<file path="src/rtl/core/obuhp_pkg.sv">
`default_nettype none
package obuhp_pkg;

   localparam int FrameCountBits = 32;

   localparam logic [2:0] StatusOk        = 3'd0;
   localparam logic [2:0] StatusReserved  = 3'd1;
   localparam logic [2:0] StatusExtMiss   = 3'd2;
   localparam logic [2:0] StatusSizeTrunc = 3'd3;
   localparam logic [2:0] StatusSizeLarge = 3'd4;
   localparam logic [2:0] StatusSeqShort  = 3'd5;

   localparam logic [3:0] ObuSeqHeader   = 4'd1;
   localparam logic [3:0] ObuFrameHeader = 4'd3;
   localparam logic [3:0] ObuTileGroup   = 4'd4;
   localparam logic [3:0] ObuFrame       = 4'd6;

   localparam logic [1:0] KindKey   = 2'd1;
   localparam logic [1:0] KindInter = 2'd2;
   localparam logic [1:0] KindIntra = 2'd3;

   typedef enum logic [47:0] {
      PH_HEADER      = 48'h1 << 0,
      PH_EXT         = 48'h1 << 1,
      PH_LEB         = 48'h1 << 2,
      PH_SKIP        = 48'h1 << 3,
      PH_RESERVED    = 48'h1 << 4,
      PH_FRAME       = 48'h1 << 5,
      SQ_DONE        = 48'h1 << 6,
      SQ_PROFILE     = 48'h1 << 7,
      SQ_STILL       = 48'h1 << 8,
      SQ_REDUCED     = 48'h1 << 9,
      SQ_LEVEL_R     = 48'h1 << 10,
      SQ_TIMING      = 48'h1 << 11,
      SQ_TICKS       = 48'h1 << 12,
      SQ_SCALE       = 48'h1 << 13,
      SQ_EQUAL       = 48'h1 << 14,
      SQ_UVLC_Z      = 48'h1 << 15,
      SQ_UVLC_V      = 48'h1 << 16,
      SQ_DMI         = 48'h1 << 17,
      SQ_BDL         = 48'h1 << 18,
      SQ_DM_REST     = 48'h1 << 19,
      SQ_IDD_FLAG    = 48'h1 << 20,
      SQ_OPCNT       = 48'h1 << 21,
      SQ_OP_IDC      = 48'h1 << 22,
      SQ_OP_LEVEL    = 48'h1 << 23,
      SQ_OP_TIER     = 48'h1 << 24,
      SQ_OP_DMFLAG   = 48'h1 << 25,
      SQ_OP_DELAYS   = 48'h1 << 26,
      SQ_OP_IDDFLAG  = 48'h1 << 27,
      SQ_OP_IDD      = 48'h1 << 28,
      SQ_WBITS       = 48'h1 << 29,
      SQ_HBITS       = 48'h1 << 30,
      SQ_WIDTH       = 48'h1 << 31,
      SQ_HEIGHT      = 48'h1 << 32,
      SQ_FRAMEID     = 48'h1 << 33,
      SQ_FRAMEID_LEN = 48'h1 << 34,
      SQ_SB3         = 48'h1 << 35,
      SQ_COMP4       = 48'h1 << 36,
      SQ_ORDER_HINT  = 48'h1 << 37,
      SQ_JNT         = 48'h1 << 38,
      SQ_SCT_CHOOSE  = 48'h1 << 39,
      SQ_SCT_FORCE   = 48'h1 << 40,
      SQ_IMV_CHOOSE  = 48'h1 << 41,
      SQ_IMV_FORCE   = 48'h1 << 42,
      SQ_OH_BITS     = 48'h1 << 43,
      SQ_SUPERRES3   = 48'h1 << 44,
      SQ_HIGHBD      = 48'h1 << 45,
      SQ_TWELVE      = 48'h1 << 46,
      SQ_MONO        = 48'h1 << 47
   } phase_type;

   typedef struct packed {
      logic [7:0] data;
      logic       last;
   } item_type;

   typedef struct packed {
      phase_type  phase;
      logic [6:0] left;
      logic [5:0] ops;
   } step_type;

   function automatic logic is_seq(input phase_type ph);
      is_seq = !(ph inside {PH_HEADER, PH_EXT, PH_LEB, PH_SKIP, PH_RESERVED, PH_FRAME,
                            SQ_DONE});
   endfunction

   function automatic phase_type start_phase(input logic [3:0] t);
      if (t == ObuSeqHeader) start_phase = SQ_PROFILE;
      else if (t == ObuFrameHeader || t == ObuFrame) start_phase = PH_FRAME;
      else start_phase = PH_SKIP;
   endfunction

   // {chroma, depth}
   function automatic logic [5:0] colour_code(input logic [2:0] p, input logic hbd,
                                              input logic twelve, input logic mono);
      logic [3:0] bits;
      logic [1:0] chroma;
      bits = (p == 3'd2 && hbd && twelve) ? 4'd12 : (hbd ? 4'd10 : 4'd8);
      if (p == 3'd0 || p == 3'd2) chroma = mono ? 2'd0 : 2'd1;
      else if (p == 3'd1) chroma = 2'd3;
      else chroma = 2'd1;
      colour_code = {chroma, bits};
   endfunction

endpackage
`default_nettype wire

</file>
<file path="src/rtl/core/obuhp_front.sv">
`default_nettype none
module obuhp_front (
   input  wire logic               clock,
   input  wire logic               reset,
   input  wire logic               req_valid,
   output logic                    req_stall,
   input  wire logic [7:0]         req_data_byte,
   input  wire logic               req_last_byte,
   output logic                    item_valid,
   output obuhp_pkg::item_type     item,
   input  wire logic               item_pop
);
   import obuhp_pkg::*;

   item_type   mem_ff [2];
   logic       wptr_ff, wptr_in;
   logic       rptr_ff, rptr_in;
   logic [1:0] cnt_ff, cnt_in;
   logic       push;

   assign req_stall  = (cnt_ff == 2'd2);
   assign push       = req_valid && !req_stall;
   assign item_valid = (cnt_ff != 2'd0);
   assign item       = mem_ff[rptr_ff];

   always_comb begin
      wptr_in = push ? !wptr_ff : wptr_ff;
      rptr_in = item_pop ? !rptr_ff : rptr_ff;
      cnt_in  = cnt_ff + {1'b0, push} - {1'b0, item_pop};
   end

   always_ff @(posedge clock) begin
      if (reset) begin
         wptr_ff <= 1'b0;
         rptr_ff <= 1'b0;
         cnt_ff  <= 2'd0;
      end else begin
         wptr_ff <= wptr_in;
         rptr_ff <= rptr_in;
         cnt_ff  <= cnt_in;
      end
      if (push) mem_ff[wptr_ff] <= '{data: req_data_byte, last: req_last_byte};
   end

endmodule
`default_nettype wire

</file>
<file path="src/rtl/core/obuhp_back.sv">
`default_nettype none
module obuhp_back (
   input  wire logic               clock,
   input  wire logic               reset,
   input  wire logic               item_valid,
   input  wire obuhp_pkg::item_type item,
   output logic                    item_pop,
   output logic                    rsp_valid,
   input  wire logic               rsp_stall,
   output logic [2:0]              rsp_status,
   output logic [3:0]              rsp_obu_type,
   output logic                    rsp_is_slice,
   output logic [1:0]              rsp_picture_kind,
   output logic [16:0]             rsp_frame_width,
   output logic [16:0]             rsp_frame_height,
   output logic [3:0]              rsp_sample_bits,
   output logic [1:0]              rsp_chroma_format,
   output logic [31:0]             rsp_frames_seen
);
   import obuhp_pkg::*;

   typedef enum logic [3:0] {
      B_IDLE   = 4'b0001,
      B_BYTE   = 4'b0010,
      B_BITS   = 4'b0100,
      B_RESULT = 4'b1000
   } bstate_type;

   bstate_type st_ff, st_in;
   logic [7:0]  byte_ff, byte_in;
   logic        last_ff, last_in;
   logic [2:0]  bit_ff, bit_in;
   phase_type   phase_ff, phase_in;
   logic [31:0] acc_ff, acc_in;
   logic [6:0]  left_ff, left_in;
   logic [55:0] leb_ff, leb_in;
   logic [3:0]  lebcnt_ff, lebcnt_in;
   logic [31:0] pay_ff, pay_in;
   logic [5:0]  ops_ff, ops_in;
   logic [2:0]  prof_ff, prof_in;
   logic        reduced_ff, reduced_in, dm_ff, dm_in, idd_ff, idd_in, oh_ff, oh_in;
   logic        hbd_ff, hbd_in, twelve_ff, twelve_in, size_ff, size_in;
   logic        frame_ff, frame_in;
   logic [1:0]  fkind_ff, fkind_in;
   logic [5:0]  delay_ff, delay_in;
   logic [16:0] pw_ff, pw_in, ph_ff, ph_in;
   logic [5:0]  colour_ff, colour_in;
   logic [3:0]  type_ff, type_in;
   logic [1:0]  kind_ff, kind_in;
   logic [16:0] cw_ff, cw_in, ch_ff, ch_in;
   logic [3:0]  cbits_ff, cbits_in;
   logic [1:0]  cchroma_ff, cchroma_in;
   logic [FrameCountBits-1:0] count_ff, count_in;
   logic        ov_ff, ov_in;
   logic [2:0]  ostatus_ff, ostatus_in;
   logic [3:0]  otype_ff, otype_in;
   logic        oslice_ff, oslice_in;
   logic [31:0] oframes_ff, oframes_in;

   step_type    oe, ad, at;
   logic        bitv;
   logic [31:0] acc_n;
   logic [6:0]  left_n;
   logic [1:0]  ft;
   logic [2:0]  status;
   logic        ok;

   assign rsp_valid         = ov_ff;
   assign rsp_status        = ostatus_ff;
   assign rsp_obu_type      = otype_ff;
   assign rsp_is_slice      = oslice_ff;
   assign rsp_picture_kind  = kind_ff;
   assign rsp_frame_width   = cw_ff;
   assign rsp_frame_height  = ch_ff;
   assign rsp_sample_bits   = cbits_ff;
   assign rsp_chroma_format = cchroma_ff;
   assign rsp_frames_seen   = oframes_ff;

   // end of one operating point and the optional parts before it
   always_comb begin
      if (ops_ff > 6'd1) oe = '{phase: SQ_OP_IDC, left: 7'd12, ops: ops_ff - 6'd1};
      else oe = '{phase: SQ_WBITS, left: 7'd4, ops: 6'd0};
      ad = idd_ff ? '{phase: SQ_OP_IDDFLAG, left: 7'd1, ops: ops_ff} : oe;
      at = dm_ff ? '{phase: SQ_OP_DMFLAG, left: 7'd1, ops: ops_ff} : ad;
   end

   always_comb begin
      bitv   = byte_ff[bit_ff];
      acc_n  = {acc_ff[30:0], bitv};
      left_n = (left_ff != 7'd0) ? left_ff - 7'd1 : left_ff;
      ft     = byte_ff[7] ? 2'd1 : byte_ff[6:5];
      if (phase_ff == PH_RESERVED) status = StatusReserved;
      else if (phase_ff == PH_EXT) status = StatusExtMiss;
      else if (phase_ff == PH_LEB) status = StatusSizeTrunc;
      else if (size_ff && leb_ff > {24'd0, pay_ff}) status = StatusSizeLarge;
      else if (type_ff == ObuSeqHeader && (phase_ff != SQ_DONE || pay_ff < 32'd4))
         status = StatusSeqShort;
      else status = StatusOk;
      ok = (status == StatusOk);
   end

   always_comb begin
      st_in = st_ff; byte_in = byte_ff; last_in = last_ff; bit_in = bit_ff;
      phase_in = phase_ff; acc_in = acc_ff; left_in = left_ff; leb_in = leb_ff;
      lebcnt_in = lebcnt_ff; pay_in = pay_ff; ops_in = ops_ff; prof_in = prof_ff;
      reduced_in = reduced_ff; dm_in = dm_ff; idd_in = idd_ff; oh_in = oh_ff;
      hbd_in = hbd_ff; twelve_in = twelve_ff; size_in = size_ff; frame_in = frame_ff;
      fkind_in = fkind_ff; delay_in = delay_ff; pw_in = pw_ff; ph_in = ph_ff;
      colour_in = colour_ff; type_in = type_ff; kind_in = kind_ff; cw_in = cw_ff;
      ch_in = ch_ff; cbits_in = cbits_ff; cchroma_in = cchroma_ff; count_in = count_ff;
      ostatus_in = ostatus_ff; otype_in = otype_ff; oslice_in = oslice_ff;
      oframes_in = oframes_ff;
      ov_in = ov_ff && rsp_stall;
      item_pop = 1'b0;

      case (st_ff)
         B_IDLE: begin
            if (item_valid) begin
               item_pop = 1'b1;
               byte_in  = item.data;
               last_in  = item.last;
               st_in    = B_BYTE;
            end
         end
         B_BYTE: begin
            st_in = last_ff ? B_RESULT : B_IDLE;
            if (phase_ff == PH_HEADER) begin
               type_in = byte_ff[6:3];
               if (byte_ff[0]) phase_in = PH_RESERVED;
               else begin
                  size_in = byte_ff[1];
                  if (byte_ff[2]) phase_in = PH_EXT;
                  else if (byte_ff[1]) phase_in = PH_LEB;
                  else begin
                     phase_in = start_phase(byte_ff[6:3]);
                     left_in  = 7'd3;
                     acc_in   = '0;
                  end
               end
            end else if (phase_ff == PH_EXT) begin
               if (size_ff) phase_in = PH_LEB;
               else begin
                  phase_in = start_phase(type_ff);
                  left_in  = 7'd3;
                  acc_in   = '0;
               end
            end else if (phase_ff == PH_LEB) begin
               for (int i = 0; i < 8; i++) begin
                  if (lebcnt_ff[2:0] == 3'(i)) leb_in[7*i +: 7] = leb_ff[7*i +: 7] | byte_ff[6:0];
               end
               lebcnt_in = lebcnt_ff + 4'd1;
               // the eighth size byte closes the field whatever its top bit
               if (!byte_ff[7] || lebcnt_ff >= 4'd7) begin
                  phase_in = start_phase(type_ff);
                  left_in  = 7'd3;
                  acc_in   = '0;
               end
            end else if (phase_ff != PH_RESERVED) begin
               if (pay_ff != 32'hffff_ffff) pay_in = pay_ff + 32'd1;
               if (phase_ff == PH_FRAME) begin
                  frame_in = 1'b1;
                  fkind_in = (ft == 2'd0) ? KindKey : ((ft == 2'd2) ? KindIntra : KindInter);
                  phase_in = PH_SKIP;
               end else if (is_seq(phase_ff)) begin
                  st_in  = B_BITS;
                  bit_in = 3'd7;
               end
            end
         end
         B_BITS: begin
            bit_in = bit_ff - 3'd1;
            if (bit_ff == 3'd0) st_in = last_ff ? B_RESULT : B_IDLE;
            if (is_seq(phase_ff)) begin
               acc_in  = acc_n;
               left_in = left_n;
               if (left_n == 7'd0) begin
                  acc_in = '0;
                  case (phase_ff)
                     SQ_PROFILE: begin
                        prof_in = acc_n[2:0];
                        phase_in = SQ_STILL; left_in = 7'd1;
                     end
                     SQ_STILL: begin phase_in = SQ_REDUCED; left_in = 7'd1; end
                     SQ_REDUCED: begin
                        if (acc_n != 32'd0) begin
                           reduced_in = 1'b1; phase_in = SQ_LEVEL_R; left_in = 7'd5;
                        end else begin phase_in = SQ_TIMING; left_in = 7'd1; end
                     end
                     SQ_LEVEL_R: begin phase_in = SQ_WBITS; left_in = 7'd4; end
                     SQ_TIMING: begin
                        if (acc_n != 32'd0) begin phase_in = SQ_TICKS; left_in = 7'd32; end
                        else begin phase_in = SQ_IDD_FLAG; left_in = 7'd1; end
                     end
                     SQ_TICKS: begin phase_in = SQ_SCALE; left_in = 7'd32; end
                     SQ_SCALE: begin phase_in = SQ_EQUAL; left_in = 7'd1; end
                     SQ_EQUAL: begin
                        if (acc_n != 32'd0) begin
                           delay_in = 6'd0; phase_in = SQ_UVLC_Z; left_in = 7'd1;
                        end else begin phase_in = SQ_DMI; left_in = 7'd1; end
                     end
                     SQ_UVLC_Z: begin
                        if (acc_n == 32'd0) begin
                           if (delay_ff < 6'd32) delay_in = delay_ff + 6'd1;
                           phase_in = SQ_UVLC_Z; left_in = 7'd1;
                        end else if (delay_ff == 6'd0 || delay_ff >= 6'd32) begin
                           phase_in = SQ_DMI; left_in = 7'd1;
                        end else begin
                           phase_in = SQ_UVLC_V; left_in = {1'b0, delay_ff};
                        end
                     end
                     SQ_UVLC_V: begin phase_in = SQ_DMI; left_in = 7'd1; end
                     SQ_DMI: begin
                        if (acc_n != 32'd0) begin
                           dm_in = 1'b1; phase_in = SQ_BDL; left_in = 7'd5;
                        end else begin phase_in = SQ_IDD_FLAG; left_in = 7'd1; end
                     end
                     SQ_BDL: begin
                        delay_in = {1'b0, acc_n[4:0]} + 6'd1;
                        phase_in = SQ_DM_REST; left_in = 7'd42;
                     end
                     SQ_DM_REST: begin phase_in = SQ_IDD_FLAG; left_in = 7'd1; end
                     SQ_IDD_FLAG: begin
                        if (acc_n != 32'd0) idd_in = 1'b1;
                        phase_in = SQ_OPCNT; left_in = 7'd5;
                     end
                     SQ_OPCNT: begin
                        ops_in = {1'b0, acc_n[4:0]} + 6'd1;
                        phase_in = SQ_OP_IDC; left_in = 7'd12;
                     end
                     SQ_OP_IDC: begin phase_in = SQ_OP_LEVEL; left_in = 7'd5; end
                     SQ_OP_LEVEL: begin
                        if (acc_n > 32'd7) begin phase_in = SQ_OP_TIER; left_in = 7'd1; end
                        else begin phase_in = at.phase; left_in = at.left; ops_in = at.ops; end
                     end
                     SQ_OP_TIER: begin
                        phase_in = at.phase; left_in = at.left; ops_in = at.ops;
                     end
                     SQ_OP_DMFLAG: begin
                        if (acc_n != 32'd0) begin
                           phase_in = SQ_OP_DELAYS;
                           left_in  = {delay_ff, 1'b1};
                        end else begin
                           phase_in = ad.phase; left_in = ad.left; ops_in = ad.ops;
                        end
                     end
                     SQ_OP_DELAYS: begin
                        phase_in = ad.phase; left_in = ad.left; ops_in = ad.ops;
                     end
                     SQ_OP_IDDFLAG: begin
                        if (acc_n != 32'd0) begin phase_in = SQ_OP_IDD; left_in = 7'd4; end
                        else begin phase_in = oe.phase; left_in = oe.left; ops_in = oe.ops; end
                     end
                     SQ_OP_IDD: begin
                        phase_in = oe.phase; left_in = oe.left; ops_in = oe.ops;
                     end
                     SQ_WBITS: begin
                        pw_in = {13'd0, acc_n[3:0]} + 17'd1;
                        phase_in = SQ_HBITS; left_in = 7'd4;
                     end
                     SQ_HBITS: begin
                        ph_in = {13'd0, acc_n[3:0]} + 17'd1;
                        phase_in = SQ_WIDTH; left_in = pw_ff[6:0];
                     end
                     SQ_WIDTH: begin
                        pw_in = {1'b0, acc_n[15:0]} + 17'd1;
                        phase_in = SQ_HEIGHT; left_in = ph_ff[6:0];
                     end
                     SQ_HEIGHT: begin
                        ph_in = {1'b0, acc_n[15:0]} + 17'd1;
                        if (reduced_ff) begin phase_in = SQ_SB3; left_in = 7'd3; end
                        else begin phase_in = SQ_FRAMEID; left_in = 7'd1; end
                     end
                     SQ_FRAMEID: begin
                        if (acc_n != 32'd0) begin phase_in = SQ_FRAMEID_LEN; left_in = 7'd7; end
                        else begin phase_in = SQ_SB3; left_in = 7'd3; end
                     end
                     SQ_FRAMEID_LEN: begin phase_in = SQ_SB3; left_in = 7'd3; end
                     SQ_SB3: begin
                        if (reduced_ff) begin phase_in = SQ_SUPERRES3; left_in = 7'd3; end
                        else begin phase_in = SQ_COMP4; left_in = 7'd4; end
                     end
                     SQ_COMP4: begin phase_in = SQ_ORDER_HINT; left_in = 7'd1; end
                     SQ_ORDER_HINT: begin
                        if (acc_n != 32'd0) begin
                           oh_in = 1'b1; phase_in = SQ_JNT; left_in = 7'd2;
                        end else begin phase_in = SQ_SCT_CHOOSE; left_in = 7'd1; end
                     end
                     SQ_JNT: begin phase_in = SQ_SCT_CHOOSE; left_in = 7'd1; end
                     SQ_SCT_CHOOSE: begin
                        phase_in = (acc_n != 32'd0) ? SQ_IMV_CHOOSE : SQ_SCT_FORCE;
                        left_in  = 7'd1;
                     end
                     SQ_SCT_FORCE: begin
                        if (acc_n != 32'd0) begin phase_in = SQ_IMV_CHOOSE; left_in = 7'd1; end
                        else begin
                           phase_in = oh_ff ? SQ_OH_BITS : SQ_SUPERRES3; left_in = 7'd3;
                        end
                     end
                     SQ_IMV_CHOOSE: begin
                        if (acc_n != 32'd0) begin
                           phase_in = oh_ff ? SQ_OH_BITS : SQ_SUPERRES3; left_in = 7'd3;
                        end else begin phase_in = SQ_IMV_FORCE; left_in = 7'd1; end
                     end
                     SQ_IMV_FORCE: begin
                        phase_in = oh_ff ? SQ_OH_BITS : SQ_SUPERRES3; left_in = 7'd3;
                     end
                     SQ_OH_BITS: begin phase_in = SQ_SUPERRES3; left_in = 7'd3; end
                     SQ_SUPERRES3: begin phase_in = SQ_HIGHBD; left_in = 7'd1; end
                     SQ_HIGHBD: begin
                        hbd_in = hbd_ff | acc_n[0];
                        if (prof_ff == 3'd2 && acc_n[0]) begin
                           phase_in = SQ_TWELVE; left_in = 7'd1;
                        end else if (prof_ff != 3'd1) begin
                           phase_in = SQ_MONO; left_in = 7'd1;
                        end else begin
                           colour_in = colour_code(prof_ff, hbd_ff | acc_n[0], twelve_ff, 1'b0);
                           phase_in  = SQ_DONE; left_in = 7'd0;
                        end
                     end
                     SQ_TWELVE: begin
                        twelve_in = twelve_ff | acc_n[0];
                        if (prof_ff != 3'd1) begin phase_in = SQ_MONO; left_in = 7'd1; end
                        else begin
                           colour_in = colour_code(prof_ff, hbd_ff, twelve_ff | acc_n[0], 1'b0);
                           phase_in  = SQ_DONE; left_in = 7'd0;
                        end
                     end
                     SQ_MONO: begin
                        colour_in = colour_code(prof_ff, hbd_ff, twelve_ff, acc_n[0]);
                        phase_in  = SQ_DONE; left_in = 7'd0;
                     end
                     default: begin phase_in = SQ_DONE; left_in = 7'd0; end
                  endcase
               end
            end
         end
         B_RESULT: begin
            if (!ov_ff || !rsp_stall) begin
               ov_in      = 1'b1;
               ostatus_in = status;
               otype_in   = type_ff;
               oslice_in  = ok && (type_ff inside {ObuFrameHeader, ObuTileGroup, ObuFrame});
               oframes_in = 32'(count_ff);
               if (ok && frame_ff) begin
                  kind_in    = fkind_ff;
                  count_in   = count_ff + FrameCountBits'(1);
                  oframes_in = 32'(count_ff + FrameCountBits'(1));
               end
               if (ok && type_ff == ObuSeqHeader) begin
                  cw_in      = pw_ff;
                  ch_in      = ph_ff;
                  cbits_in   = colour_ff[3:0];
                  cchroma_in = colour_ff[5:4];
               end
               phase_in = PH_HEADER; acc_in = '0; left_in = '0; leb_in = '0;
               lebcnt_in = '0; pay_in = '0; ops_in = '0; prof_in = '0;
               reduced_in = 1'b0; dm_in = 1'b0; idd_in = 1'b0; oh_in = 1'b0;
               hbd_in = 1'b0; twelve_in = 1'b0; size_in = 1'b0; frame_in = 1'b0;
               fkind_in = '0; delay_in = '0; pw_in = '0; ph_in = '0; colour_in = '0;
               st_in = B_IDLE;
            end
         end
         default: st_in = B_IDLE;
      endcase
   end

   always_ff @(posedge clock) begin
      if (reset) begin
         st_ff <= B_IDLE; byte_ff <= '0; last_ff <= 1'b0; bit_ff <= '0;
         phase_ff <= PH_HEADER; acc_ff <= '0; left_ff <= '0; leb_ff <= '0;
         lebcnt_ff <= '0; pay_ff <= '0; ops_ff <= '0; prof_ff <= '0;
         reduced_ff <= 1'b0; dm_ff <= 1'b0; idd_ff <= 1'b0; oh_ff <= 1'b0;
         hbd_ff <= 1'b0; twelve_ff <= 1'b0; size_ff <= 1'b0; frame_ff <= 1'b0;
         fkind_ff <= '0; delay_ff <= '0; pw_ff <= '0; ph_ff <= '0; colour_ff <= '0;
         type_ff <= '0; kind_ff <= '0; cw_ff <= '0; ch_ff <= '0; cbits_ff <= '0;
         cchroma_ff <= 2'd1; count_ff <= '0; ov_ff <= 1'b0; ostatus_ff <= '0;
         otype_ff <= '0; oslice_ff <= 1'b0; oframes_ff <= '0;
      end else begin
         st_ff <= st_in; byte_ff <= byte_in; last_ff <= last_in; bit_ff <= bit_in;
         phase_ff <= phase_in; acc_ff <= acc_in; left_ff <= left_in; leb_ff <= leb_in;
         lebcnt_ff <= lebcnt_in; pay_ff <= pay_in; ops_ff <= ops_in; prof_ff <= prof_in;
         reduced_ff <= reduced_in; dm_ff <= dm_in; idd_ff <= idd_in; oh_ff <= oh_in;
         hbd_ff <= hbd_in; twelve_ff <= twelve_in; size_ff <= size_in; frame_ff <= frame_in;
         fkind_ff <= fkind_in; delay_ff <= delay_in; pw_ff <= pw_in; ph_ff <= ph_in;
         colour_ff <= colour_in; type_ff <= type_in; kind_ff <= kind_in; cw_ff <= cw_in;
         ch_ff <= ch_in; cbits_ff <= cbits_in; cchroma_ff <= cchroma_in;
         count_ff <= count_in; ov_ff <= ov_in; ostatus_ff <= ostatus_in;
         otype_ff <= otype_in; oslice_ff <= oslice_in; oframes_ff <= oframes_in;
      end
   end

endmodule
`default_nettype wire

</file>
<file path="src/rtl/core/av1_obu_header_parser_unit.sv">
`default_nettype none
// channel  direction  handshake             payload
// req_     in         req_valid/req_stall   data_byte, last_byte
// rsp_     out        rsp_valid/rsp_stall   status .. frames_seen, one per obu
//
// header, extension, size, frame and skipped payload bytes are handled whole in
// the back end; sequence header payload bytes are walked one syntax bit a cycle
// until the colour bits are read, and whole after that.
// after the final byte of an obu, the result state loads the result register.
// a 2-entry queue takes bytes while the back end walks bits or the result stalls.
// reset is synchronous and clears the parse state; chroma format resets to 4:2:0.
module av1_obu_header_parser_unit (
   input  wire logic        clock,
   input  wire logic        reset,
   input  wire logic        req_valid,
   output logic             req_stall,
   input  wire logic [7:0]  req_data_byte,
   input  wire logic        req_last_byte,
   output logic             rsp_valid,
   input  wire logic        rsp_stall,
   output logic [2:0]       rsp_status,
   output logic [3:0]       rsp_obu_type,
   output logic             rsp_is_slice,
   output logic [1:0]       rsp_picture_kind,
   output logic [16:0]      rsp_frame_width,
   output logic [16:0]      rsp_frame_height,
   output logic [3:0]       rsp_sample_bits,
   output logic [1:0]       rsp_chroma_format,
   output logic [31:0]      rsp_frames_seen
);
   import obuhp_pkg::*;

   item_type item;
   logic     item_valid;
   logic     item_pop;

   obuhp_front u_front (
      .clock, .reset, .req_valid, .req_stall, .req_data_byte, .req_last_byte,
      .item_valid, .item, .item_pop
   );

   obuhp_back u_back (
      .clock, .reset, .item_valid, .item, .item_pop, .rsp_valid, .rsp_stall,
      .rsp_status, .rsp_obu_type, .rsp_is_slice, .rsp_picture_kind,
      .rsp_frame_width, .rsp_frame_height, .rsp_sample_bits, .rsp_chroma_format,
      .rsp_frames_seen
   );

`ifndef NO_ASSERTIONS
   a_slice_ok: assert property (@(posedge clock) disable iff (reset)
      rsp_valid && rsp_is_slice |-> rsp_status == StatusOk &&
         (rsp_obu_type == ObuFrameHeader || rsp_obu_type == ObuTileGroup ||
          rsp_obu_type == ObuFrame))
      else $error("slice flag on a bad or non-frame obu");
   a_no_pop_empty: assert property (@(posedge clock) disable iff (reset)
      item_pop |-> item_valid)
      else $error("pop from empty queue");
   a_reset_idle: assert property (@(posedge clock)
      $past(reset) |-> !rsp_valid)
      else $error("result valid right after reset");
   a_depth: assert property (@(posedge clock) disable iff (reset)
      rsp_valid && rsp_sample_bits != 4'd0 |->
         rsp_sample_bits == 4'd8 || rsp_sample_bits == 4'd10 || rsp_sample_bits == 4'd12)
      else $error("bad sample depth");
`endif

endmodule
`default_nettype wire
</file>
<file path="config.mk">
export PLATFORM = sky130hd
export DESIGN_NAME = av1_obu_header_parser_unit
export DESIGN_NICKNAME = d
export VERILOG_FILES = /design/src/rtl/core/obuhp_pkg.sv /design/src/rtl/core/obuhp_front.sv /design/src/rtl/core/obuhp_back.sv /design/src/rtl/core/av1_obu_header_parser_unit.sv
export SDC_FILE = /design/constraint.sdc
export NUM_CORES = 1
export LEC_CHECK = 0
export ABC_AREA = 1
export BUFFER_PORTS_ARGS = -buffer_cell sky130_fd_sc_hd__buf_2
export CORE_MARGIN = 4
export CORE_UTILIZATION = 40
export CTS_BUF_LIST = sky130_fd_sc_hd__clkbuf_4
export DETAILED_ROUTE_END_ITERATION = 10
export GPL_ROUTABILITY_DRIVEN = 0
export RECOVER_POWER = 50
export SETUP_SLACK_MARGIN = 0.1
export SLEW_MARGIN = 15
export SYNTH_ARGS = -nofsm -noshare
export SYNTH_HDL_FRONTEND = slang
export SYNTH_HIERARCHICAL = 1
export SYNTH_SLANG_ARGS = --single-unit
export TNS_END_PERCENT = 100
</file>
<file path="constraint.sdc">
create_clock -name clock -period 3.6 [get_ports clock]
set_input_delay 0 -clock clock [delete_from_list [all_inputs] [get_ports clock]]
set_output_delay 0 -clock clock [all_outputs]
set_load 0.01 [all_outputs]
</file>
==> impl_metrics.py, run 1 <==
metrics = {
    "placed_design": {
        "dp_cells": 3782,
        "hpwl_mm": 46.4,
        "post-place-ws_ns": 0.329,
        "port_buffers": 95,
    },
    "clock_tree": {
        "root_buffer": "clkbuf_4",
        "post_cts_buffers": 0,
        "clkSlewWorstSetupHoldPaths_ns": 0.07,
        "clock_sinks": 367,
        "max-clock-path-buffers": 3,
        "htreeDepth": 3,
        "numCtsBuffers": 101,
        "clk_latency_ns": 0.88,
        "cts_tree": "done",
    },
    "routing": {
        "ant_nets": 0,
        "viasPerCell": 5.34,
        "routedWlPerCell_um": 16.1,
        "firstDrtPassIters": 6,
        "drt_wl_total_mm": 64.2,
        "first_iter_violations": 1677,
        "vias": 21300,
        "drcViolationCount": 0,
    },
    "worst_hold_path": {
        "min_path_type": "primary input to register",
    },
    "sta": {
        "finalHoldViolations": 0,
        "skew_ns": 0.0684,
        "rsz0062_at_grt": "true",
        "slew_viol_final": 0,
        "tightest_slew_ns": 1.43,
        "setup-tns-final_ns": 0,
        "fin_crit_sh": 0.921,
        "slew_headroom": 0.0439,
        "period_minus_slack_ns": 3.31,
        "fmax_mhz": 302,
        "fin_ws_ns": 0.285,
        "setup_viol": 0,
    },
    "setup_path": {
        "crit_chain": "nor2_1 > nand2_2 > nor2_8 > nand2_4 > inv_2 > nand2_4 > nor2_4 > inv_2 > nand2_2 > nor2_2 > nand2_1 > nand2_1 > nor2_2 > buf_4 > nand4_1 > a21oi_1",
        "cp.buffers_inverters": 3,
        "crit_required_ns": 4.38,
        "crit_family": "simple AND/OR/NAND/NOR gates",
        "cp-start-kind": "register",
        "critPathMaxFanout": 26,
        "critPathArrivalTime_ns": 4.09,
        "crit_type": "register to register",
        "cp-end-kind": "register",
        "critPathMaxStageDelay_ns": 0.39,
        "crit_slowest_cell": "buf_4",
    },
    "synth": {
        "synth_flop_cell": "dfxtp_1",
        "synthTopCellsByArea": "dfxtp_1 (33%), nand2_1 (12%), a21oi_1 (7.9%)",
        "synth.yosys.seq_area_share": 0.361,
        "syn_area_per_cell_sq_um": 6.75,
        "synthCells": 3092,
        "syn-num-nets": 3157,
        "post_synth_num_cell_types": 60,
        "ys_ff_latch": 367,
        "synth_edf_count": 18,
        "yosysWarningCount": 6,
        "async_reset_ff_frac": 0,
        "synthesis.area_sq_mm": 0.0209,
        "synth.most_common_cell": "nand2_1",
        "synth_top_area_cell": "dfxtp_1",
        "synth_top_area_frac": 0.335,
        "synth_commonest_cells": "nand2_1 (673), nor2_1 (367), dfxtp_1 (349), inv_1 (349), a21oi_1 (329)",
    },
    "grt": {
        "grt_start_max_net_pins": 72,
        "grt_pass1_vias": 20300,
        "grt_pass1_wl_mm": 104,
        "track_usage": 0.222,
        "antenna_found_initial": 1,
        "grt_overflow": 0,
    },
    "floorplanning": {
        "rows": 83,
        "core_sq_mm": 0.0515,
        "dieWidth_um": 236,
        "die-area_sq_mm": 0.0559,
        "die_h_um": 236,
        "initial_core_util": 0.405,
        "ios": 97,
    },
    "status": {
        "status": "finished clean",
    },
    "run": {
        "drv_cap": 0,
    },
    "pwr": {
        "worst_ir_drop_vdd_uv": 363,
        "power_density_mw_per_mm2": 502,
        "leakagePower_nw": 9.28,
    },
    "cells_and_area": {
        "final_cells": 3988,
        "final_layout_size_suffix_gt1_frac": 0.0937,
        "fin_nets": 3294,
        "syn_to_final_growth_pct": 11.4,
    },
}
[worst min-delay path: cells and delay by family]
family	cells	cell delay [ns]
buf+inv	2	0.66
simple gates	2	0.17
fa+ha+maj	1	0.16
compound gates	1	0.04
[area by class of cell]
cell class | count | area [sq um]
Sequential cell | 367 | 7530
Antenna cell | 1 | 2.50
Inverter | 364 | 1370
Multi-Input combinational cell | 2231 | 11200
Clock inverter | 27 | 158
Clock buffer | 154 | 1160
Fill cell | 5405 | 28300
Timing Repair Buffer | 164 | 933
Tap cell | 680 | 851
[where the power goes]
| group | total, mW | switching [mW] | internal, mW |
|---|---|---|---|
| registers | 4.49 | 0.166 | 4.32 |
| logic | 3.32 | 2.37 | 0.947 |
| clock network | 3.85 | 1.82 | 2.02 |
| total | 11.7 | 4.36 | 7.29 |
[stage by stage]
stage          total power [mW]  utilization  area, sq um  hold WS (ns)
6_report                   11.7        0.451        23200         0.225
5_1_grt                    12.4        0.451        23200         0.242
4_1_cts                    11.8        0.454        23400        0.0218
3_5_place_dp               7.85        0.424        21900         0.191
3_3_place_gp               7.79        0.424        21900         0.187
2_1_floorplan              6.93            -        20900        0.0712
[final timing paths]
kind	startpoint	to	slack (ns)	cells after the start
worst max register to register	u_back/phase_ff[38]	u_back/phase_ff[16]	0.29	16
worst min register to register	u_back/ph_ff[11]	u_back/rsp_frame_height[11]	0.45	2
worst min-delay path	req_valid	u_front/cnt_ff[1]	0.23	6
worst max-delay path	u_back/phase_ff[38]	u_back/phase_ff[16]	0.29	16
[flip-flops by register name, summed over array words and instances, names as in the netlist, 4 cells and up, named ones only]
signal                   flops
u_back/acc_ff               31
u_back/byte_ff               8
u_back/colour_ff             5
u_back/delay_ff              6
u_back/leb_ff               56
u_back/lebcnt_ff             4
u_back/left_ff               7
u_back/ops_ff                6
u_back/pay_ff               32
u_back/ph_ff                17
u_back/phase_ff             48
u_back/pw_ff                17
u_back/rsp_frame_height     17
u_back/rsp_frame_width      17
u_back/rsp_frames_seen      32
u_back/rsp_obu_type          4
u_back/st_ff                 4
u_back/type_ff               4
u_front/mem_ff              18
[placed cells by master (no fill, tap or decap), types with 52 or more instances in the layout]
cell / n
nand2_1: 675
nor2_1: 369
inv_1: 349
dfxtp_1: 349
a21oi_1: 329
nand3_1: 199
clkbuf_4: 155
nand4_1: 126
o21ai_0: 122
nor3_1: 95
clkbuf_1: 86
ha_1: 52
[per-layer routing]
layer	track usage	up-vias	share of wire
met5	0	-	0
met3	0.0430	137	0.069
met2	0.341	712	0.44
li1	-	10600	-
met1	0.306	9868	0.46
met4	0.0948	0	0.034
[cell families after synthesis]
| group | synth area share |
|---|---|
| other | 0.000180 |
| AND/OR/NAND/NOR | 0.340 |
| XOR/XNOR | 0.0239 |
| flip-flops | 0.361 |
| AO/OA/AOI/OAI | 0.139 |
| adder cells (fa/ha/maj) | 0.0312 |
| buffers and inverters | 0.0985 |
| multiplexers | 0.00648 |
[timing repair]
item	in CTS	in global routing
endpoints found under the setup margin	0	50
gates resized for setup	0	2
hold endpoints to repair	221	0
hold buffers	24	0
Note: power is estimated with default switching activity, not from simulation.
==> run 2, diff against run 1 <==
--- a/config.mk
+++ b/config.mk
@@ -13,6 +13,7 @@
 export DETAILED_ROUTE_END_ITERATION = 10
 export GPL_ROUTABILITY_DRIVEN = 0
 export RECOVER_POWER = 50
+export REMOVE_ABC_BUFFERS = 1
 export SETUP_SLACK_MARGIN = 0.1
 export SLEW_MARGIN = 15
 export SYNTH_ARGS = -nofsm -noshare
==> impl_metrics.py, run 2 (synthesis gave the netlist of run 1 again) <==
metrics = {
    "placed_design": {
        "port_buffers": 95,
        "hpwl_mm": 46.7,
        "post-place-ws_ns": 0.297,
    },
    "cells_and_area": {
        "syn_to_final_growth_pct": 11.4,
        "final_layout_size_suffix_gt1_frac": 0.0949,
        "top_register": "u_back/leb_ff",
        "register_area_sq_mm": 0.00753,
        "reg_top3": "u_back/leb_ff: 56 flops, u_back/phase_ff: 48 flops",
        "mostFrequentLayoutCell": "nand2_1",
        "fillers": 5423,
        "fin_nets": 3287,
        "final_cell_mix": "nand2_1 (672), nor2_1 (368), dfxtp_1 (349)",
        "multi_input_area_sq_mm": 0.0113,
        "largest_reg_flops": 56,
    },
    "sta": {
        "rsz0062_at_grt": "false",
        "period_minus_slack_ns": 3.34,
        "fin_ws_ns": 0.264,
        "slew_headroom": -0.0452,
        "fmax_mhz": 300,
        "fin_crit_sh": 0.927,
        "finalHoldViolations": 0,
        "slew_viol_final": 76,
        "skew_ns": 0.0552,
        "setup_viol": 0,
        "tightest_slew_ns": 1.57,
    },
    "setup_path": {
        "crit_chain": "nor2_2 > nand2_2 > nor2_8 > nand2_4 > inv_2 > nand2_4 > nor2_4 > inv_2 > nand2_4 > nor2_2 > nand2_1 > nand2_1 > nor2_4 > clkbuf_4 > nand4_1 > a21oi_1",
        "cp-end-kind": "register",
        "crit_required_ns": 4.33,
        "cp.buffers_inverters": 3,
        "crit_slowest_cell": "clkbuf_4",
        "critPathMaxFanout": 57,
        "critPathArrivalTime_ns": 4.07,
        "critPathMaxStageDelay_ns": 0.61,
        "crit_family": "simple AND/OR/NAND/NOR gates",
        "crit_type": "register to register",
        "path_common_cell": "nand2_4",
        "cp-start-kind": "register",
        "reg2reg_slack_ns": 0.26,
    },
    "clock_tree": {
        "max-clock-path-buffers": 3,
        "clock_sinks": 367,
        "htreeDepth": 3,
        "clk_latency_ns": 0.87,
        "clkSlewWorstSetupHoldPaths_ns": 0.06,
        "post_cts_buffers": 0,
        "numCtsBuffers": 102,
        "cts_tree": "done",
        "root_buffer": "clkbuf_4",
    },
    "routing": {
        "firstDrtPassIters": 6,
        "drcViolationCount": 0,
        "ant_nets": 0,
        "vias": 21400,
        "drt_wl_total_mm": 65.2,
        "first_iter_violations": 1711,
        "viasPerCell": 5.37,
        "routedWlPerCell_um": 16.4,
    },
    "floorplanning": {
        "rows": 83,
        "die_h_um": 236,
        "die-area_sq_mm": 0.0559,
        "ios": 97,
        "dieWidth_um": 236,
        "core_sq_mm": 0.0515,
        "initial_core_util": 0.405,
    },
    "pwr": {
        "power_density_mw_per_mm2": 503,
        "p_total_mw": 11.7,
        "worst_ir_drop_vdd_uv": 409,
        "leakagePower_nw": 9.28,
    },
    "grt": {
        "grt_pass1_vias": 20100,
        "track_usage": 0.221,
        "grt_overflow": 0,
        "grt_pass1_wl_mm": 103,
        "antenna_found_initial": 2,
        "grt_start_max_net_pins": 82,
    },
    "status": {
        "status": "finished, violations left",
        "violations": "capacitance limit, slew limit",
    },
    "worst_hold_path": {
        "min_path_type": "primary input to register",
    },
    "run": {
        "drv_cap": 1,
    },
}
[run 2: cell count changes in the layout (fill, tap and decap cells not counted), moves of 3 or more]
| cell | previous run | this run |
|---|---|---|
| clkbuf_4 | 155 | 142 |
| nand2_1 | 675 | 672 |
| clkbuf_1 | 86 | 83 |
| buf_4 | 39 | 32 |
| clkinv_2 | 2 | 16 |
| inv_2 | 10 | 14 |
| diode_2 | 1 | 4 |
[run 2: where the power goes]
group	total, mW	switching, mW	internal (mW)	leakage (nW)
Sequential	4.50	0.175	4.32	2.98
Clock	3.88	1.86	2.02	0.794
Combinational	3.32	2.37	0.958	5.50
[run 2: area by class of cell]
| type | count | share of cell area |
|---|---|---|
| clock inverters | 42 | 0.0117 |
| flip-flops and latches | 367 | 0.324 |
| clock buffers | 139 | 0.0449 |
| well taps | 680 | 0.0366 |
| repair buffers | 155 | 0.0390 |
| multi-input cells | 2232 | 0.485 |
| diodes | 4 | 0.000431 |
| inverters | 364 | 0.0589 |
[run 2: layer usage]
metal	share of wire	GRT usage	vias up
met2	0.47	0.370	765
li1	-	-	10600
met1	0.43	0.281	9933
met3	0.070	0.0449	154
met4	0.034	0.0835	0
met5	0	0	-
[run 2: path summary, 6_finish.rpt]
path	to	from	cells after the start
setup / recovery	u_back/phase_ff[16]	u_back/phase_ff[38]	16
hold / removal	u_back/ph_ff[11]	reset	3
setup reg to reg	u_back/phase_ff[16]	u_back/phase_ff[38]	16
hold reg to reg	u_back/rsp_frame_height[15]	u_back/ph_ff[15]	2
[run 2: through the flow]
step / cells / instance area (sq um) / util / setup TNS [ns] / hold WS, ns
floorplan: 2962 / 20200 / - / -65.02 / 0.0691
global placement: 3775 / 21900 / 0.424 / 0 / 0.191
detailed placement: 3775 / 21900 / 0.424 / 0 / 0.197
CTS: 3978 / 23400 / 0.454 / 0 / 0.0128
global route: 3983 / 23200 / 0.451 / 0 / 0.0438
finish: 3983 / 23200 / 0.451 / 0 / 0.0949
[run 2: repair_timing]
action	CTS	global route
hold endpoints to repair	212	0
endpoints found under the setup margin	0	7
hold buffers	22	0
resized for setup	0	2
[run 2: worst reg2reg max path, stage by stage, from the launching register on]
cell	delay, ns
dfxtp_1	0.35
nor2_2	0.19
nand2_2	0.14
nor2_8	0.17
nand2_4	0.17
inv_2	0.26
nand2_4	0.15
nor2_4	0.14
inv_2	0.08
nand2_4	0.11
nor2_2	0.05
nand2_1	0.05
nand2_1	0.10
nor2_4	0.13
clkbuf_4	0.61
nand4_1	0.32
a21oi_1	0.20
==> run 3, diff against run 2 <==
--- a/config.mk
+++ b/config.mk
@@ -10,6 +10,7 @@
 export CORE_MARGIN = 4
 export CORE_UTILIZATION = 40
 export CTS_BUF_LIST = sky130_fd_sc_hd__clkbuf_4
+export CTS_CLUSTER_DIAMETER = 150
 export DETAILED_ROUTE_END_ITERATION = 10
 export GPL_ROUTABILITY_DRIVEN = 0
 export RECOVER_POWER = 50
==> constraint.sdc (replaced) <==
create_clock -name clock -period 3.05 [get_ports clock]
set_input_delay 0 -clock clock [delete_from_list [all_inputs] [get_ports clock]]
set_output_delay 0 -clock clock [all_outputs]
set_load 0.01 [all_outputs]
==> impl_metrics.py, run 3 (synthesis gave the netlist of run 1 again) <==
metrics = {
    "worst_hold_path": {
        "min_path_type": "primary input to register",
    },
    "setup_path": {
        "crit_type": "register to register",
        "crit_slowest_cell": "dfxtp_1",
        "crit_family": "simple AND/OR/NAND/NOR gates",
        "critPathMaxStageDelay_ns": 0.39,
        "crit_required_ns": 3.78,
        "cp-start-kind": "register",
        "critPathArrivalTime_ns": 3.57,
        "cp.buffers_inverters": 2,
        "critPathMaxFanout": 19,
        "path_common_cell": "nand2_4",
        "cp-end-kind": "register",
        "crit_chain": "nor2_1 > nand2_1 > nor2_2 > nand2_4 > inv_2 > nand2_4 > nor2_8 > o21ai_1 > nand4_2 > nand2_4 > nand2_8 > nor2_4 > nand2_4 > inv_2 > nand2_1 > a21oi_1",
    },
    "pwr": {
        "power_density_mw_per_mm2": 583,
        "pwr-share-comb": 0.303,
        "p_total_mw": 13.9,
        "p_seq_frac": 0.382,
        "p_int_mw": 8.70,
        "p_clk_frac": 0.315,
        "leakagePower_nw": 9.57,
        "p_sw_mw": 5.19,
        "p_sw_frac": 0.374,
        "worst_ir_drop_vdd_uv": 374,
    },
    "clock_tree": {
        "clkSlewWorstSetupHoldPaths_ns": 0.07,
        "max-clock-path-buffers": 3,
        "root_buffer": "clkbuf_4",
        "clock_sinks": 367,
        "numCtsBuffers": 103,
        "cts_tree": "done",
        "htreeDepth": 3,
        "clk_latency_ns": 0.86,
    },
    "routing": {
        "ant_nets": 0,
        "first_iter_violations": 1903,
        "drcViolationCount": 0,
        "drt_wl_total_mm": 67.0,
        "viasPerCell": 5.36,
        "routedWlPerCell_um": 16.6,
        "firstDrtPassIters": 8,
        "vias": 21600,
    },
    "run": {
        "drv_cap": 0,
    },
    "sta": {
        "hold-worst-slack_ns": 0.246,
        "setup-tns-final_ns": 0,
        "rsz0062_at_grt": "true",
        "slew_headroom": 0.337,
        "fin_crit_sh": 0.933,
        "period_minus_slack_ns": 2.84,
        "slew_viol_final": 0,
        "fmax_mhz": 352,
        "tightest_slew_ns": 0.995,
        "skew_ns": 0.0720,
        "finalHoldViolations": 0,
        "setup_viol": 0,
    },
    "floorplanning": {
        "die-area_sq_mm": 0.0559,
        "rows": 83,
        "dieWidth_um": 236,
        "ios": 97,
        "initial_core_util": 0.405,
        "core_sq_mm": 0.0515,
        "die_h_um": 236,
    },
    "grt": {
        "grt_start_max_net_pins": 190,
        "grt_overflow": 0,
        "grt_pass1_vias": 20800,
        "antenna_found_initial": 2,
        "track_usage": 0.230,
        "grt_pass1_wl_mm": 107,
    },
    "cells_and_area": {
        "fin_nets": 3354,
        "final_cells": 4039,
        "reg_top3": "u_back/leb_ff: 56 flops, u_back/phase_ff: 48 flops",
        "largest_reg_flops": 56,
        "final_cell_mix": "nand2_1 (672), nor2_1 (367), inv_1 (346)",
        "syn_to_final_growth_pct": 14.3,
        "fillers": 5411,
        "mostFrequentLayoutCell": "nand2_1",
        "top_register": "u_back/leb_ff",
        "final_layout_size_suffix_gt1_frac": 0.113,
    },
    "placed_design": {
        "dp_cells": 3827,
        "hpwl_mm": 48.3,
        "port_buffers": 95,
    },
    "status": {
        "status": "finished clean",
    },
}
## run 3: cell count changes in the layout (fill, tap and decap cells not counted), sizes merged, moves of 5 or more
cell | before | now
buf | 46 | 107
clkbuf | 226 | 236
clkinv | 39 | 23
clkinvlp | 0 | 5
## run 3: final cells by class
| class | count | area, sq um | area share |
|---|---|---|---|
| antenna | 3 | 7.51 | 0.000315 |
| clock buffer | 147 | 1100 | 0.0463 |
| clock inverter | 25 | 131 | 0.00551 |
| inverter | 364 | 1390 | 0.0581 |
| multi-input combinational | 2231 | 11300 | 0.475 |
| sequential | 367 | 7530 | 0.316 |
| tap | 680 | 851 | 0.0357 |
| timing repair buffer | 220 | 1480 | 0.0621 |
| timing repair inverter | 2 | 15.0 | 0.000630 |
## run 3: repair_timing
| item | CTS | global route |
|---|---|---|
| pin swaps | 0 | 4 |
| hold endpoints to repair | 385 | 0 |
| endpoints found under the setup margin | 14 | 232 |
| cloned | 0 | 2 |
| buffers inserted | 0 | 11 |
| hold buffers | 24 | 0 |
| resized for setup | 1 | 38 |
## run 3: through the flow
step / worst slack [ns] / instance area, sq um / util
after CTS: 0.0801 / 23700 / 0.461
after global placement: 0.186 / 22300 / 0.432
after floorplan: -1.55 / 20200 / -
final: 0.205 / 23800 / 0.463
after detailed placement: 0.0865 / 22300 / 0.432
after global routing: 0.0404 / 23800 / 0.463
## run 3: worst paths after layout
| kind | endpoint | slack, ns | from | depth (start not counted) |
|---|---|---|---|---|
| max | u_back/pw_ff[4] | 0.21 | u_back/phase_ff[40] | 16 |
| min | u_front/cnt_ff[1] | 0.25 | req_valid | 6 |
| max reg2reg | u_back/pw_ff[4] | 0.21 | u_back/phase_ff[40] | 16 |
| min reg2reg | u_back/rsp_frame_height[13] | 0.44 | u_back/ph_ff[13] | 2 |
## run 3: power by group through the flow
stage	combinational [mW]	clock, mW	sequential (mW)
floorplan	2.56	0	5.41
global placement	4.02	0	5.39
detailed placement	4.09	0	5.40
CTS	4.13	4.55	5.30
global route	4.68	4.82	5.33
finish	4.22	4.38	5.30
## run 3: per-layer routing
metal / up-vias / share of wire / global-route usage
met5: - / 0 / 0
met4: 0 / 0.030 / 0.0800
met3: 139 / 0.063 / 0.0451
met2: 743 / 0.47 / 0.390
met1: 10100 / 0.43 / 0.293
li1: 10700 / - / -
## run 3: worst reg2reg max path, cell delays in order (launching register included)
cell	delay, ns
dfxtp_1	0.39
nor2_1	0.09
nand2_1	0.13
nor2_2	0.06
nand2_4	0.20
inv_2	0.14
nand2_4	0.16
nor2_8	0.05
o21ai_1	0.10
nand4_2	0.23
nand2_4	0.18
nand2_8	0.07
nor2_4	0.26
nand2_4	0.23
inv_2	0.20
nand2_1	0.08
a21oi_1	0.14
